### config.mk
export PLATFORM = sky130hd
export DESIGN_NAME = rc_frame_search_and_stick_scaler_top
export DESIGN_NICKNAME = d
export VERILOG_FILES = /design/src/rcfs_pkg.sv /design/src/rc_frame_search_and_stick_scaler_top.sv /design/src/rcfs_scale.sv
export SDC_FILE = /design/constraint.sdc
export NUM_CORES = 1
export LEC_CHECK = 0
export BUFFER_PORTS_ARGS = -buffer_cell sky130_fd_sc_hd__buf_2
export CORE_ASPECT_RATIO = 1.75
export CORE_UTILIZATION = 57
export CTS_CLUSTER_DIAMETER = 40
export CTS_CLUSTER_SIZE = 40
export DETAILED_ROUTE_END_ITERATION = 16
export PLACE_DENSITY = 0.83
export SYNTH_ARGS = -nofsm -noshare
export SYNTH_HDL_FRONTEND = slang
export SYNTH_HIERARCHICAL = 1
export SYNTH_SLANG_ARGS = --single-unit
export TNS_END_PERCENT = 20
### constraint.sdc
create_clock -name clk_i -period 4.5 [get_ports clk_i]
set_input_delay 0.225 -clock clk_i [delete_from_list [all_inputs] [get_ports clk_i]]
set_output_delay 0.225 -clock clk_i [all_outputs]
set_load 0.02 [all_outputs]
### src/rcfs_pkg.sv
// ----------------------------------------------------------------------------
// rcfs_pkg
// Types, constants and register codes of the rc frame search and stick scaler.
// ----------------------------------------------------------------------------
`default_nettype none

package rcfs_pkg;

  localparam int unsigned FRAME_BYTES = 10;
  localparam int unsigned FILL_W      = $clog2(FRAME_BYTES + 1);
  localparam int unsigned IDX_W       = $clog2(FRAME_BYTES);
  localparam int unsigned CHANNELS    = 4;
  localparam int unsigned CFG_REGS    = 8;
  localparam int unsigned CFG_IDX_W   = $clog2(CFG_REGS);
  localparam int unsigned DIV_STEPS   = 15;
  localparam int unsigned CNT_W       = $clog2(DIV_STEPS);

  localparam logic [15:0] STEER_CUTOFF    = 16'd2100;
  localparam logic [15:0] THROTTLE_CUTOFF = 16'd2100;
  localparam logic [14:0] Q_ONE           = 15'd16384;

  typedef enum logic [CFG_IDX_W-1:0] {
    REG_STEER_NEUTRAL    = 3'd0,
    REG_STEER_RADIUS     = 3'd1,
    REG_STEER_TOP        = 3'd2,
    REG_STEER_BOTTOM     = 3'd3,
    REG_THROTTLE_NEUTRAL = 3'd4,
    REG_THROTTLE_RADIUS  = 3'd5,
    REG_THROTTLE_TOP     = 3'd6,
    REG_THROTTLE_BOTTOM  = 3'd7
  } rcfs_reg_e;

  localparam logic [15:0] CFG_RESET [CFG_REGS] = '{
    16'd1500, 16'd20, 16'd2000, 16'd1000,
    16'd1500, 16'd20, 16'd2000, 16'd1000
  };

  typedef enum logic [1:0] {
    LS_OK       = 2'd0,
    LS_NO_FRAME = 2'd1,
    LS_RANGE    = 2'd2
  } rcfs_link_e;

  typedef struct packed {
    logic [7:0] rx_byte;
    logic       buffer_end;
  } rcfs_in_t;

  typedef struct packed {
    logic [1:0]         link_status;
    logic signed [15:0] steer_level;
    logic signed [15:0] throttle_level;
    logic [15:0]        aux_one_word;
    logic [15:0]        aux_two_word;
  } rcfs_out_t;

  typedef struct packed {
    logic [15:0] neutral;
    logic [15:0] radius;
    logic [15:0] top;
    logic [15:0] bottom;
  } rcfs_chan_cfg_t;

  typedef enum logic [2:0] {
    ST_IDLE,
    ST_SUM,
    ST_STEER,
    ST_THR,
    ST_OUT
  } rcfs_state_e;

  typedef enum logic [2:0] {
    SC_IDLE,
    SC_DIFF,
    SC_SEL,
    SC_LOAD,
    SC_DIV,
    SC_FIN
  } rcfs_scale_state_e;

endpackage

`default_nettype wire

### src/rc_frame_search_and_stick_scaler_top.sv
// ----------------------------------------------------------------------------
// rc_frame_search_and_stick_scaler_top
// Frame search over received bytes and dead zone scaling of the stick words.
// ----------------------------------------------------------------------------
// Each request is one received byte. A byte is taken with no stall after it
// while the window is still filling or a frame was already found in the
// buffer; once the ten-byte window is full and no frame is latched yet, the
// byte is followed by a checksum pass through the single byte adder, during
// which the block stalls. The last byte of a buffer then runs steering and
// throttle through one shared scaler (a start strobe, the DIFF, SEL and LOAD
// setup states, up to fifteen divider steps and a finish state; the dead zone
// skips the divider), so a buffer end stalls the input until the result is
// loaded, which waits while the previous result has not been taken yet. The
// result sits in an output register until taken; no clearing pass is needed
// after reset.
`default_nettype none

module rc_frame_search_and_stick_scaler_top (
  input  wire                            clk_i,
  input  wire                            rst_ni,
  input  wire                            in_valid_i,
  output logic                           in_stall_o,
  input  rcfs_pkg::rcfs_in_t             in_data_i,
  output logic                           out_valid_o,
  input  wire                            out_stall_i,
  output rcfs_pkg::rcfs_out_t            out_data_o,
  input  wire                            cfg_we_i,
  input  wire  [rcfs_pkg::CFG_IDX_W-1:0] cfg_idx_i,
  input  wire  [15:0]                    cfg_wdata_i
);

  localparam int unsigned LastIdx = rcfs_pkg::FRAME_BYTES - 2;

  rcfs_pkg::rcfs_state_e state_q, state_d;

  logic [15:0] cfg_q [rcfs_pkg::CFG_REGS];
  logic [7:0]  win_q [rcfs_pkg::FRAME_BYTES];
  logic [15:0] words_q [rcfs_pkg::CHANNELS];
  logic [rcfs_pkg::FILL_W-1:0] fill_q;
  logic [rcfs_pkg::FILL_W-1:0] fill_next;
  logic        found_q;
  logic        last_q;
  logic [rcfs_pkg::IDX_W-1:0] idx_q;
  logic [7:0]  sum_q;
  logic [7:0]  sum_next;
  logic        start_q;
  logic signed [15:0] steer_q;

  logic        in_acc;
  logic        out_load;
  logic        sum_done;
  logic        frame_ok;

  rcfs_pkg::rcfs_chan_cfg_t chan_cfg;
  logic [15:0] raw;
  logic [15:0] cutoff;
  logic        scale_done;
  logic signed [15:0] level;
  logic [1:0]  status;

  assign in_acc    = in_valid_i && !in_stall_o;
  assign fill_next = (fill_q < rcfs_pkg::FILL_W'(rcfs_pkg::FRAME_BYTES)) ?
                     fill_q + 1'b1 : fill_q;
  assign sum_next  = sum_q + win_q[idx_q];
  assign sum_done  = (idx_q == rcfs_pkg::IDX_W'(LastIdx));
  assign frame_ok  = (sum_next == win_q[rcfs_pkg::FRAME_BYTES-1]);

  // shared scaler sees steering first, then throttle
  always_comb begin
    if (state_q == rcfs_pkg::ST_THR) begin
      raw              = words_q[1];
      cutoff           = rcfs_pkg::THROTTLE_CUTOFF;
      chan_cfg.neutral = cfg_q[rcfs_pkg::REG_THROTTLE_NEUTRAL];
      chan_cfg.radius  = cfg_q[rcfs_pkg::REG_THROTTLE_RADIUS];
      chan_cfg.top     = cfg_q[rcfs_pkg::REG_THROTTLE_TOP];
      chan_cfg.bottom  = cfg_q[rcfs_pkg::REG_THROTTLE_BOTTOM];
    end else begin
      raw              = words_q[0];
      cutoff           = rcfs_pkg::STEER_CUTOFF;
      chan_cfg.neutral = cfg_q[rcfs_pkg::REG_STEER_NEUTRAL];
      chan_cfg.radius  = cfg_q[rcfs_pkg::REG_STEER_RADIUS];
      chan_cfg.top     = cfg_q[rcfs_pkg::REG_STEER_TOP];
      chan_cfg.bottom  = cfg_q[rcfs_pkg::REG_STEER_BOTTOM];
    end
  end

  rcfs_scale u_scale (
    .clk_i    (clk_i),
    .rst_ni   (rst_ni),
    .start_i  (start_q),
    .raw_i    (raw),
    .cutoff_i (cutoff),
    .cfg_i    (chan_cfg),
    .done_o   (scale_done),
    .level_o  (level)
  );

  always_comb begin
    if (!found_q) begin
      status = rcfs_pkg::LS_NO_FRAME;
    end else if (words_q[0] > rcfs_pkg::STEER_CUTOFF ||
                 words_q[1] > rcfs_pkg::THROTTLE_CUTOFF) begin
      status = rcfs_pkg::LS_RANGE;
    end else begin
      status = rcfs_pkg::LS_OK;
    end
  end

  // next state
  always_comb begin
    state_d = state_q;
    unique case (state_q)
      rcfs_pkg::ST_IDLE: begin
        if (in_acc) begin
          if (fill_next >= rcfs_pkg::FILL_W'(rcfs_pkg::FRAME_BYTES) && !found_q) begin
            state_d = rcfs_pkg::ST_SUM;
          end else if (in_data_i.buffer_end) begin
            state_d = rcfs_pkg::ST_STEER;
          end
        end
      end
      rcfs_pkg::ST_SUM: begin
        if (sum_done) state_d = last_q ? rcfs_pkg::ST_STEER : rcfs_pkg::ST_IDLE;
      end
      rcfs_pkg::ST_STEER: if (scale_done) state_d = rcfs_pkg::ST_THR;
      rcfs_pkg::ST_THR:   if (scale_done) state_d = rcfs_pkg::ST_OUT;
      rcfs_pkg::ST_OUT:   if (!out_valid_o || !out_stall_i) state_d = rcfs_pkg::ST_IDLE;
      default: state_d = rcfs_pkg::ST_IDLE;
    endcase
  end

  // outputs
  always_comb begin
    in_stall_o = (state_q != rcfs_pkg::ST_IDLE);
    out_load   = (state_q == rcfs_pkg::ST_OUT) && (!out_valid_o || !out_stall_i);
  end

  always_ff @(posedge clk_i or negedge rst_ni) begin
    if (!rst_ni) begin
      state_q     <= rcfs_pkg::ST_IDLE;
      start_q     <= 1'b0;
      fill_q      <= '0;
      found_q     <= 1'b0;
      out_valid_o <= 1'b0;
      for (int i = 0; i < rcfs_pkg::CFG_REGS; i++) cfg_q[i] <= rcfs_pkg::CFG_RESET[i];
      for (int i = 0; i < rcfs_pkg::FRAME_BYTES; i++) win_q[i] <= '0;
      for (int i = 0; i < rcfs_pkg::CHANNELS; i++) words_q[i] <= '0;
    end else begin
      state_q <= state_d;
      start_q <= (state_d != state_q) &&
                 (state_d == rcfs_pkg::ST_STEER || state_d == rcfs_pkg::ST_THR);
      if (cfg_we_i) cfg_q[cfg_idx_i] <= cfg_wdata_i;
      if (in_acc) begin
        for (int i = 0; i < rcfs_pkg::FRAME_BYTES - 1; i++) win_q[i] <= win_q[i+1];
        win_q[rcfs_pkg::FRAME_BYTES-1] <= in_data_i.rx_byte;
        fill_q <= fill_next;
      end
      if (state_q == rcfs_pkg::ST_SUM && sum_done && frame_ok) begin
        found_q <= 1'b1;
        for (int i = 0; i < rcfs_pkg::CHANNELS; i++) begin
          words_q[i] <= {win_q[1 + 2*i], win_q[2 + 2*i]};
        end
      end
      if (out_load) begin
        out_valid_o <= 1'b1;
        fill_q      <= '0;
        found_q     <= 1'b0;
      end else if (out_valid_o && !out_stall_i) begin
        out_valid_o <= 1'b0;
      end
    end
  end

  always_ff @(posedge clk_i) begin
    if (in_acc) begin
      last_q <= in_data_i.buffer_end;
      idx_q  <= '0;
      sum_q  <= '0;
    end else if (state_q == rcfs_pkg::ST_SUM) begin
      idx_q <= idx_q + 1'b1;
      sum_q <= sum_next;
    end
    if (state_q == rcfs_pkg::ST_STEER && scale_done) steer_q <= level;
    if (out_load) begin
      out_data_o.link_status    <= status;
      out_data_o.steer_level    <= steer_q;
      out_data_o.throttle_level <= level;
      out_data_o.aux_one_word   <= words_q[2];
      out_data_o.aux_two_word   <= words_q[3];
    end
  end

endmodule

`default_nettype wire

### src/rcfs_scale.sv
// ----------------------------------------------------------------------------
// rcfs_scale
// Dead zone scaling of one raw stick word to signed Q1.14 with a bit-serial
// restoring divider, one quotient bit per cycle.
// ----------------------------------------------------------------------------
`default_nettype none

module rcfs_scale (
  input  wire                     clk_i,
  input  wire                     rst_ni,
  input  wire                     start_i,
  input  wire  [15:0]             raw_i,
  input  wire  [15:0]             cutoff_i,
  input  rcfs_pkg::rcfs_chan_cfg_t cfg_i,
  output logic                    done_o,
  output logic signed [15:0]      level_o
);

  rcfs_pkg::rcfs_scale_state_e state_q, state_d;

  logic signed [17:0] d_q;
  logic               kill_q;
  logic [15:0]        num_q;
  logic signed [18:0] den_q;
  logic               neg_q;
  logic [17:0]        rem_q;
  logic [17:0]        dv_q;
  logic [14:0]        lo_q;
  logic [14:0]        q_q;
  logic [rcfs_pkg::CNT_W-1:0] cnt_q;

  logic signed [17:0] rad;
  logic               pos_side;
  logic               neg_side;
  logic signed [17:0] num_pos;
  logic signed [17:0] num_neg;
  logic signed [18:0] den_top;
  logic signed [18:0] den_bot;
  logic signed [18:0] den_abs;
  logic [16:0]        b;
  logic [31:0]        n_full;
  logic [17:0]        dv;
  logic               sat;
  logic [18:0]        rem_sh;
  logic               ge;
  logic [14:0]        mag;

  always_comb begin
    rad      = $signed({2'b00, cfg_i.radius});
    pos_side = d_q > rad;
    neg_side = d_q < -rad;
    num_pos  = d_q - rad;
    num_neg  = -(d_q + rad);
    den_top  = $signed({3'b000, cfg_i.top}) - $signed({3'b000, cfg_i.neutral})
               - $signed({3'b000, cfg_i.radius});
    den_bot  = $signed({3'b000, cfg_i.bottom}) - $signed({3'b000, cfg_i.neutral})
               + $signed({3'b000, cfg_i.radius});
    den_abs  = den_q[18] ? -den_q : den_q;
    b        = den_abs[16:0];
    // rounding: (2*num*16384 + b) / (2*b)
    n_full   = {1'b0, num_q, 15'b0} + {15'b0, b};
    dv       = {b, 1'b0};
    sat      = {1'b0, n_full[31:15]} >= dv;
    rem_sh   = {rem_q, lo_q[14]};
    ge       = rem_sh >= {1'b0, dv_q};
    mag      = (q_q > rcfs_pkg::Q_ONE) ? rcfs_pkg::Q_ONE : q_q;
  end

  // next state
  always_comb begin
    state_d = state_q;
    unique case (state_q)
      rcfs_pkg::SC_IDLE: if (start_i) state_d = rcfs_pkg::SC_DIFF;
      rcfs_pkg::SC_DIFF: state_d = rcfs_pkg::SC_SEL;
      rcfs_pkg::SC_SEL: begin
        if (kill_q || !(pos_side || neg_side)) state_d = rcfs_pkg::SC_FIN;
        else state_d = rcfs_pkg::SC_LOAD;
      end
      rcfs_pkg::SC_LOAD: begin
        if (den_q == '0 || sat) state_d = rcfs_pkg::SC_FIN;
        else state_d = rcfs_pkg::SC_DIV;
      end
      rcfs_pkg::SC_DIV: begin
        if (cnt_q == rcfs_pkg::CNT_W'(rcfs_pkg::DIV_STEPS - 1)) state_d = rcfs_pkg::SC_FIN;
      end
      rcfs_pkg::SC_FIN: state_d = rcfs_pkg::SC_IDLE;
      default: state_d = rcfs_pkg::SC_IDLE;
    endcase
  end

  // outputs
  always_comb begin
    done_o  = (state_q == rcfs_pkg::SC_FIN);
    level_o = neg_q ? -$signed({1'b0, mag}) : $signed({1'b0, mag});
  end

  always_ff @(posedge clk_i or negedge rst_ni) begin
    if (!rst_ni) begin
      state_q <= rcfs_pkg::SC_IDLE;
    end else begin
      state_q <= state_d;
    end
  end

  always_ff @(posedge clk_i) begin
    case (state_q)
      rcfs_pkg::SC_DIFF: begin
        d_q    <= $signed({2'b00, raw_i}) - $signed({2'b00, cfg_i.neutral});
        kill_q <= (raw_i == '0) || (raw_i > cutoff_i);
      end
      rcfs_pkg::SC_SEL: begin
        num_q  <= pos_side ? num_pos[15:0] : num_neg[15:0];
        den_q  <= pos_side ? den_top : den_bot;
        q_q    <= '0;
        neg_q  <= 1'b0;
      end
      rcfs_pkg::SC_LOAD: begin
        if (den_q == '0) begin
          q_q   <= rcfs_pkg::Q_ONE;
          neg_q <= 1'b0;
        end else begin
          neg_q <= den_q[18];
          q_q   <= sat ? rcfs_pkg::Q_ONE : '0;
        end
        rem_q <= {1'b0, n_full[31:15]};
        lo_q  <= n_full[14:0];
        dv_q  <= dv;
        cnt_q <= '0;
      end
      rcfs_pkg::SC_DIV: begin
        rem_q <= ge ? 18'(rem_sh - {1'b0, dv_q}) : rem_sh[17:0];
        lo_q  <= {lo_q[13:0], 1'b0};
        q_q   <= {q_q[13:0], ge};
        cnt_q <= cnt_q + 1'b1;
      end
      default: ;
    endcase
  end

endmodule

`default_nettype wire

=== Yosys cells after proc, flatten, opt, wreduce, memory -nomap -nowiden ===
Index checks and enable logic that the tools add are counted.

* Logic and storage cells: 173
* Input port bits: 33
* Output and inout port bits: 68
* Flip-flop bits (word level): 503

* Mux-type cells: 44
* Order comparisons: 13
* Add/subtract/negate cells: 17
* Eq/ne operators: 17
* Reduce and logical (&&, ||, !) cells: 33
* Bitwise gates (word level): 2

{| class="wikitable"
|+ Operators by type and width
! operator !! count
|-
| bitwise mux 128 bit || 1
|-
| 2-to-1 mux 16 bit || 4
|-
| 2-to-1 mux 64 bit || 1
|-
| subtractor 16 x 16 -> 17 bit || 3
|-
| demux 16 bit (select 3 bit) || 1
|-
| > comparator 16 x 12 -> 1 bit (second input constant) || 3
|-
| 2-to-1 mux 15 bit || 3
|-
| one-hot mux 15 bit (3 select lines) || 1
|-
| one-hot mux 18 bit (2 select lines) || 1
|-
| adder 31 x 17 -> 32 bit || 1
|-
| binary-select mux 8 bit (select 4 bit) || 1
|-
| 2-to-1 mux 3 bit || 10
|-
| one-hot mux 15 bit (2 select lines) || 1
|-
| one-hot mux 3 bit (5 select lines) || 2
|-
| adder 19 x 17 -> 19 bit || 1
|-
| greater-or-equal comparator 19 x 18 -> 1 bit || 1
|-
| zero test 19 bit || 1
|-
| 2-to-1 mux 19 bit || 1
|-
| subtractor 19 x 17 -> 19 bit || 1
|-
| equality test 3 x 2 -> 1 bit (second input constant) || 6
|-
| greater-or-equal comparator 17 x 18 -> 1 bit || 1
|-
| less-than comparator 17 x 18 -> 1 bit || 1
|-
| 2-to-1 mux 18 bit || 1
|-
| negator 16 -> 18 bit || 1
|-
| other kinds (38) || 78
|}

=== Longest topological paths before layout ===
* Depth in word-level cells: 10
* Mapped depth: 24
* Gate-level depth less buffers: 24

=== Cells and area by module ===
Netlist, hierarchy kept.

{| class="wikitable"
|+ Modules (own cells, without submodules)
! module !! times used !! cells an instance !! area each (µm²)
|-
| rc_frame_search_and_stick_scaler_top || 1 || 1,163 || 15,910.3
|-
| rcfs_scale || 1 || 1,518 || 13,405.4
|}

=== Worst setup path after synthesis ===
No wires, ideal clock.

* Kind: reg-to-reg
* Start: register u_scale.den_q[0]
* End: register u_scale.q_q[14], data pin
* Cell stages (with the launch flop): 25
* Setup time: 0.260 ns
* Path buffers: 0
* Period minus slack after synthesis: 4.887 ns
* Data arrival time: 4.627 ns
* Data required time: 4.240 ns
* Slack: -0.387 ns
* Path through: edfxtp_1 inv_1 ha_1 or4b_1 nor2_1 nand2_1 or3_1 nand2_1 xnor2_1 inv_1 fa_1 nor2_1 nand3_1 nor2_1 nand3_1 xnor2_1 ha_1 o21a_1 o21ai_0 nand2b_1 a21boi_0 a31oi_1 a21oi_1 nor3_1 o21ai_1

* Longest elaborated chain between the ends: 7
* Elaborated cells between the ends (all ways): 8

{| class="wikitable"
|+ Ends and longest elaborated chain
! item !! line !! source
|-
| start: declaration || rcfs_scale.sv:24 || <nowiki>logic signed [18:0] den_q;</nowiki>
|-
| start signal: assignment || rcfs_scale.sv:113 || <nowiki>den_q <= pos_side ? den_top : den_bot;</nowiki>
|-
| negator 17 bit (*) || rcfs_scale.sv:58 || <nowiki>den_abs = den_q[18] ? -den_q : den_q;</nowiki>
|-
| 2-to-1 mux 17 bit (*) || rcfs_scale.sv:58 ||
|-
| net u_scale.den_abs[16] || rcfs_scale.sv:39 || <nowiki>logic signed [18:0] den_abs;</nowiki>
|-
| adder 31 x 17 -> 32 bit || rcfs_scale.sv:61 || <nowiki>n_full = {1'b0, num_q, 15'b0} + {15'b0, b};</nowiki>
|-
| greater-or-equal comparator 17 x 18 -> 1 bit (*) || rcfs_scale.sv:63 || <nowiki>sat = {1'b0, n_full[31:15]} >= dv;</nowiki>
|-
| 2-to-1 mux 15 bit (*) || rcfs_scale.sv:123 || <nowiki>q_q <= sat ? rcfs_pkg::Q_ONE : '0;</nowiki>
|-
| 2-to-1 mux 15 bit (*) || rcfs_scale.sv:118 || <nowiki>if (den_q == '0) begin</nowiki>
|-
| one-hot mux 15 bit (3 select lines) (*) || rcfs_scale.sv:106 || <nowiki>case (state_q)</nowiki>
|-
| end signal: assignment || rcfs_scale.sv:119 || <nowiki>q_q <= rcfs_pkg::Q_ONE;</nowiki>
|-
| end signal: assignment || rcfs_scale.sv:123 ||
|-
| end signal: assignment || rcfs_scale.sv:133 || <nowiki>q_q <= {q_q[13:0], ge};</nowiki>
|-
| end: declaration || rcfs_scale.sv:29 || <nowiki>logic [14:0] q_q;</nowiki>
|}

Mark *: on every way through the listed nets, which the timed path passes. The rest lies on a longest branch.
A chain may end at the register's enable or synchronous reset.

=== Worst setup path in the final report ===
Same ends and word-level chain as after synthesis.

==> metrics <==
critical path peak fanout=4; met3 WL=4140 um; FILL cells=3356; warnings from Yosys=6; routed vias/inst=6.09; full die area=52400 um^2; most common cell in the netlist=nand2_1; uppermost layer routed=met5; die height=302 um; peak supply drop=569 uV; total routed wirelength=82700 um; Synth-to-Final Area Change=19.7%; RSZ-0062 raised after global routing=true; layout cells sized above 1=30.1%; Root Driver=clkbuf_16; final setup vio count=12; detailed-route via count=22770; Critical Path Most Common Cell=ha_4; Critical Path Start=u_scale/den_q[0]$_DFFE_PP_; storage element area=13600 um^2; fin. max-slew vios=0; first-pass GRT wire length=125000 um; register clock-pin slew on the reported worst setup and hold paths=0.10 ns; clock latency on the worst-skew pair=0.62 ns; initial antenna violation count=2; Sequential Power Share=24.3%; Post-DRT Antenna Nets=0; Die W=173 um; Yosys cell types=95; R2R depth=25; number of global-route vias before repair=24110; Critical Path AT=5.39 ns; IO Count=101; Area after DPL=32200 um^2; antenna diode count=0; WS Path Type=reg2reg; Clock Skew=0.0666 ns; CP max-delay cell=or4b_4; initial cell density of the core=57.9%; Port Buffers=100; Max transition margin=45.8%; synthesized area per cell=10.9 um^2; outcome=complete, but fails checks; hold slack=0.0174 ns; asr flop ratio synth=56.8%; Critical Path Sink=u_scale/q_q[14]$_SDFFCE_PN0P_; sw frac=43.8%; DR WL/cell=22.1 um; Yosys top cell by area=edfxtp_1; GRT Overall Usage=30.6%; ys flop type=dfrtp_1; switching pwr=13.5 mW; hold violation count in the final report=0; Comb power frac=62.5%; Pwr Density=880 nW/um^2; WL met1=26400 um; leakage power=15.7 nW; Fmax achieved=0.200 GHz; TritonCTS Buffers=43; fin area=35100 um^2; Core Rows=109; Cell Int Power=17.4 mW; worst slew pin tran=0.812 ns; Post-Syn Instances=2681; final net count=3289; area of the multi-input gates=15600 um^2; Fin Setup TNS=-3.28 ns; H-tree levels=2; synthesis-stage register bit count=502; global placement routability congestion=0.973; post-route insts no fill=3739; element type at the critical path end=flop; Synth Cell Area=29300 um^2; main area contributors after synthesis=edfxtp_1 (21%), dfrtp_1 (21%), ha_1 (8.9%); Initial DRC Count=1461; Commonest cells post-synth=nand2_1 (381), dfrtp_1 (243), mux2_2 (223), ha_1 (208), edfxtp_1 (205); failing checks=setup timing; final worst-path cycle share=111%; r2r startpoint=u_scale/den_q[0]$_DFFE_PP_; Max-Cap Viols=0; clock share of power=13.2%; drt drc=0; startpoint type of the worst setup path=flop; area fraction of the dominant cell type after synthesis=21.0%; min Tclk post-route=5.01 ns; met2 wire length=43900 um; CORE AREA=50600 um^2; total gr overflow=0; Worst R2R End=u_scale/q_q[14]$_SDFFCE_PN0P_; largest net degree at the start of global routing=121; Post-DP HPWL=57900 um; sequential share of the synthesized area=46.3%; Sink Count=502; worst slack, placed=-0.883 ns; Setup WS post-layout=-0.506 ns; HP Class=in2reg; placed insts=3598; CTS tree=built; router iterations before antenna repair=6; r2r setup slk=-0.51 ns; worst-case clock buffer depth=3; Crit path required time=4.88 ns; EDFF count, synth=205; CP peak stage delay=0.47 ns
==> metal layers <==
| metal | global-route usage (%) | up-vias |
|---|---|---|
| li1 | - | 10294 |
| met2 | 58.1 | 885 |
| met5 | 0 | - |
| met3 | 4.11 | 431 |
| met4 | 27.5 | 4 |
| met1 | 28.0 | 11156 |
==> registers in the layout, summed over array words and instances, names as in the netlist, 3 cells and up <==
| register | count |
|---|---|
| u_scale/num_q | 16 |
| u_scale/den_q | 18 |
| state_q | 3 |
| u_scale/q_q | 15 |
| u_scale/dv_q | 17 |
| u_scale/d_q | 17 |
| u_scale/lo_q | 15 |
| u_scale/state_q | 3 |
| fill_q | 4 |
| words_q | 64 |
| steer_q | 16 |
| win_q | 80 |
| idx_q | 4 |
| sum_q | 8 |
| cfg_q | 128 |
| out_data_o | 66 |
| u_scale/cnt_q | 4 |
| u_scale/rem_q | 18 |
==> what timing repair did <==
action                                  4_1_cts  5_1_grt
pin swaps                                    37       45
hold buffers                                 25        0
endpoints found under the setup margin       18       16
cloned                                        0        2
gates resized for setup                      77       83
endpoints found under the hold margin       148        0
setup buffers                                14       20
==> cells by family (layout without fill, tap and decap cells) <==
kind of cell	count (synthesis)	in the layout	share of synthesized area [%]
mux	315	315	13.2
buf+inv	250	628	3.50
simple gates	782	782	12.2
xor+xnor	167	167	4.99
flops	502	502	46.3
compound gates	445	445	10.2
fa+ha+maj	218	218	9.56
other cells	2	16	0.0256
==> metrics by stage <==
| step | util (%) | power (mW) |
|---|---|---|
| final | 69.3 | 30.9 |
| after CTS | 68.1 | 29.1 |
| after floorplan | - | 18.3 |
| after global placement | 63.6 | 23.6 |
| after global routing | 69.3 | 32.6 |
| after detailed placement | 63.6 | 24.3 |
==> cell type report <==
cell class / instances / share of cell area, %
clock buffer: 51 / 3.24
clock inverter: 29 / 1.35
inverter: 155 / 1.67
multi-input combinational: 1943 / 44.4
sequential: 502 / 38.7
tap: 666 / 2.38
timing repair buffer: 393 / 8.29
==> critical path: cells and delay by family, from the launching register on <==
family	cells	cell delay (ns)
fa+ha+maj	3	0.68
buf+inv	2	0.30
compound gates	7	0.79
xor+xnor	2	0.30
flops	1	0.42
simple gates	11	2.29
==> cells in the final DEF, fill, tap and decap left out, drive strengths merged, types with 10 or more instances in the layout <==
cell,netlist,layout
mux2,274,274
clkinv,0,17
nor2,137,137
dfxtp,12,12
dfstp,42,42
a31oi,22,22
o21bai,10,10
buf,35,366
mux2i,26,26
xnor2,101,101
fa,10,10
nand3,39,39
nor2b,27,27
dfrtp,243,243
conb,2,16
o211ai,18,18
o21ai,75,75
nand2b,22,22
o31ai,22,22
ha,208,208
a21o,27,27
nor3,46,46
a21oi,129,129
a211oi,19,19
nand4,16,16
and3,25,25
xor2,66,66
a21boi,11,11
mux4,15,15
o21a,31,31
clkbuf,60,53
inv,155,166
nand2,381,381
nor4,26,26
edfxtp,205,205
or3,13,13
dlygate4sd3,0,25
or2,15,15
==> worst min path at each step <==
stage	start	end	slack (ns)	cells past startpoint
2_1_floorplan	rst_ni	cfg_q[0]$_DFFE_PN0P_	-0.07	0
6_report	cfg_wdata_i[15]	cfg_q[31]$_DFFE_PN0P_	0.02	2
5_1_grt	cfg_wdata_i[15]	cfg_q[31]$_DFFE_PN0P_	0.04	2
3_3_place_gp	rst_ni	cfg_q[27]$_DFFE_PN0P_	0.23	1
3_5_place_dp	rst_ni	cfg_q[91]$_DFFE_PN0P_	0.25	1
4_1_cts	cfg_wdata_i[15]	cfg_q[31]$_DFFE_PN0P_	0.006	2
==> power by group through the flow <==
| stage | clock, mW | sequential, mW | combinational [mW] |
|---|---|---|---|
| global placement | 0 | 7.42 | 16.1 |
| CTS | 4.12 | 7.43 | 17.6 |
| finish | 4.06 | 7.49 | 19.3 |
| floorplan | 0 | 7.14 | 11.2 |
| global route | 4.26 | 7.60 | 20.8 |
| detailed placement | 0 | 7.51 | 16.8 |
(Power assumes the default switching activity.)
